--- config.mk ---
export PLATFORM = sky130hd
export DESIGN_NAME = dwrb_ram
export DESIGN_NICKNAME = d
export VERILOG_FILES = /design/src/hw/rtl/dwrb_ram.sv
export SDC_FILE = /design/constraint.sdc
export NUM_CORES = 1
export LEC_CHECK = 0
export CAP_MARGIN = 20
export CORE_MARGIN = 10
export CORE_UTILIZATION = 34
export DETAILED_ROUTE_END_ITERATION = 16
export DONT_BUFFER_PORTS = 1
export PLACE_DENSITY = 0.57
export SETUP_SLACK_MARGIN = 0.3
export SLEW_MARGIN = 20
export SYNTH_ARGS = -nofsm -noshare
export SYNTH_HDL_FRONTEND = slang
export SYNTH_SLANG_ARGS = --single-unit
--- constraint.sdc ---
create_clock -name clock -period 2.3 [get_ports clock]
set_input_delay 0.115 -clock clock [delete_from_list [all_inputs] [get_ports clock]]
set_output_delay 0.115 -clock clock [all_outputs]
set_load 0.05 [all_outputs]
--- src/hw/rtl/dwrb_ram.sv ---
// Generic single-write, single-read RAM with a registered, enabled read port.
// No dependencies; contents are undefined until written.
`timescale 1ns / 1ps

module dwrb_ram #(
   parameter int WIDTH = 8,
   parameter int DEPTH = 16
) (
   input  logic                                   clock,
   input  logic                                   wr_en,
   input  logic [((DEPTH > 1) ? $clog2(DEPTH) : 1)-1:0] wr_addr,
   input  logic [WIDTH-1:0]                       wr_data,
   input  logic                                   rd_en,
   input  logic [((DEPTH > 1) ? $clog2(DEPTH) : 1)-1:0] rd_addr,
   output logic [WIDTH-1:0]                       rd_data
);

   logic [WIDTH-1:0] mem_ff [DEPTH];
   logic [WIDTH-1:0] rd_data_ff;

   always_ff @(posedge clock) begin
      if (wr_en) begin
         mem_ff[wr_addr] <= wr_data;
      end
      if (rd_en) begin
         rd_data_ff <= mem_ff[rd_addr];
      end
   end

   assign rd_data = rd_data_ff;

endmodule
==> impl_metrics.yaml <==
finish:
  final_core_util_pct: 40.8
  n_antenna_cell: 0
  drive_gt1_share_pct: 24.0
  num-nets-final: 281
  layout_common_cells: "edfxtp_1, mux4_2, clkbuf_16, a22oi_1, buf_4"
  final_common_cell: "edfxtp_1"
  areaGrowthSynthToFinish_pct: 18.1
clock_tree:
  path_clk_slew_ps: 60
  htree_levels: 4
  clk_latency_ps: 410
  ctsRootBufferMaster: "clkbuf_16"
  clock_sinks: 136
  cts_made_buffers: 17
  cts_tree: "yes"
  cts_max_path_buffers: 2
setup_path:
  worst_setup_path_start_kind: "flop"
  cp.arrival_ps: 1700
  slowest_delay_ps: 510
  reg2reg_depth: 3
  crit_fanout: 1
  reg2reg_to: "rd_data[0]"
  reg2reg_slack_ps: 740
  crit_slowest_cell: "mux4_1"
  critPathKind: "flop to flop"
  cp.required_ps: 2440
  cp_top_family: "multiplexers"
  end_kind: "flop"
  r2r-start: "mem_ff[1][0]"
  cp_num_buf_inv: 0
  path_cells: "mux4_1 -> a22oi_1 -> nand2_1"
synthesis:
  syn_area_um2: 5230
  avgSynthCellArea_um2: 22.8
  yosys_warnings: 0
  synth.largest_area_cell: "edfxtp_1"
  ys_types: 18
  syn_inst: 229
  synth_fp_nets: 248
  yosysTopAreaCellShare_pct: 78.1
  ys_ff_latch: 136
  yosysSeqAreaShare_pct: 78.1
  synthTopCellsByArea: "edfxtp_1, mux4_2, mux4_1"
routing:
  drtAntennaViolNets: 0
  drt_iter0_markers: 263
  remaining_drc_errors: 0
  wirelength_um: 10600
  vias: 2428
  via_per_inst: 5.24
  wire_per_inst_um: 22.9
  first_pass_iters: 4
timing:
  slew_violations: 0
  hold_viol_final: 0
  period_minus_slack_ps: 1560
  fin_ws_ps: 743
  rsz0062_at_grt: "false"
  fin_skew_ps: 4.77
  tightestPinTransition_ps: 813
  setup_viol: 0
  holdWs_ps: 67.7
  fmax_mhz: 642
  period_share_pct: 67.7
  setup_tns_ps: 0
  relSlewSlack_pct: 45.6
floorplanning:
  die-area_um2: 20700
  die_height_um: 144
  coreArea_um2: 15100
  start_util_pct: 34.5
  num_io_pins: 27
  die_w_um: 144
  row_count: 45
power_and_ir_drop:
  switchingPower_w: 0.00122
  clockPowerShare_pct: 46.6
  p_comb_share_pct: 3.5
  swShare_pct: 21.3
  p_leak_nw: 2.01
  p_int_w: 0.00451
  p_seq_share_pct: 49.8
  powerDensity_nw_per_um2: 928
  ir_drop_mv: 0.600
placement:
  preCtsSetupSlack_ps: 607
  dp_hpwl_um: 6690
  place.gp.congestion: 0.740
  numPortBuffers: 0
worst_hold_path:
  worstHoldEndpoint: "mem_ff[0][6]"
  hold_class: "input port to flop"
  min-delay-start: "wr_addr[0]"
  hold_depth: 2
grt:
  antenna_found_initial: 0
  grt_max_degree: 33
  grt_usage_pct: 11.0
  grt_pass1_vias: 2495
  grt_overflow_total: 0
  grt_first_pass_wirelength_um: 16100
outcome:
  status: "complete, no violations"
flow_run:
  maxCapViolCount: 0
-- worst max-delay path by stage --
stage | startpoint | end | slack [ps] | depth (start not counted)
2_1_floorplan | wr_addr[2] | mem_ff[0][0] | 690 | 2
3_3_place_gp | wr_addr[2] | mem_ff[3][4] | 600 | 2
3_5_place_dp | wr_addr[2] | mem_ff[3][2] | 610 | 2
4_1_cts | mem_ff[1][1] | rd_data[1] | 720 | 3
5_1_grt | mem_ff[1][1] | rd_data[1] | 620 | 3
6_report | mem_ff[1][0] | rd_data[0] | 740 | 3
-- power by group through the flow --
stage	Sequential (W)	Clock [W]	Combinational, W
floorplan	0.00290	0	0.000141
detailed placement	0.00291	0	0.000155
global route	0.00286	0.00285	0.000218
finish	0.00286	0.00267	0.000201
global placement	0.00291	0	0.000155
CTS	0.00286	0.00273	0.000202
-- flip-flops by register name, indices dropped and copies added, names as in the netlist --
signal   flops
mem_ff     128
rd_data      8
-- metrics by stage --
step	cell area [um^2]	instances	total power (W)
floorplan	5230	229	0.00304
global placement	5490	422	0.00306
detailed placement	5490	422	0.00306
CTS	6170	463	0.00579
global route	6170	463	0.00593
finish	6170	463	0.00573
-- worst register-to-register path: cells and delay by family, from the launching register on --
kind / cells / cell delay, ps
and+or+nand+nor: 1 / 150
DFF: 1 / 360
AOI/OAI and AO/OA: 1 / 280
muxes: 1 / 510
-- cell usage after synthesis, drive strengths merged --
| cell type | instances |
|---|---|
| and2 | 1 |
| or3b | 1 |
| nor3 | 4 |
| a22oi | 16 |
| nor2b | 1 |
| nand2b | 2 |
| nand2 | 9 |
| mux4 | 32 |
| nand3b | 2 |
| edfxtp | 136 |
| and2b | 1 |
| nor2 | 13 |
| clkdlybuf4s25 | 3 |
| buf | 7 |
| nand3 | 1 |
-- layout make-up --
class                   count  area [um^2]
clock inverters            15          169
clock buffers              17          425
multi-input cells          83         1060
well taps                 188          235
repair buffers             24          203
flip-flops and latches    136         4080
fillers                  1299         8970
-- timing repair --
| action | CTS | global route |
|---|---|---|
| resized for setup | 0 | 0 |
| buffers inserted | 0 | 0 |
| hold buffers | 9 | 0 |
| endpoints found under the hold margin | 136 | 0 |
-- routing by layer --
layer	up-vias	share of wire (%)	global-route usage [%]
li1	1059	-	-
met1	1283	48	15.8
met2	76	45	15.1
met3	10	6.1	3.90
met4	0	1.1	3.87
met5	-	0	0
-- logic make-up (layout without fill, tap and decap cells) --
group	count (synthesis)	in the layout	synth area share, %
multiplexers	32	32	14.8
AO/OA/AOI/OAI	16	16	2.30
buffers and inverters	10	56	1.65
flip-flops	136	136	78.1
AND/OR/NAND/NOR	35	35	3.14
No activity file was read; power rests on OpenSTA's default activity.
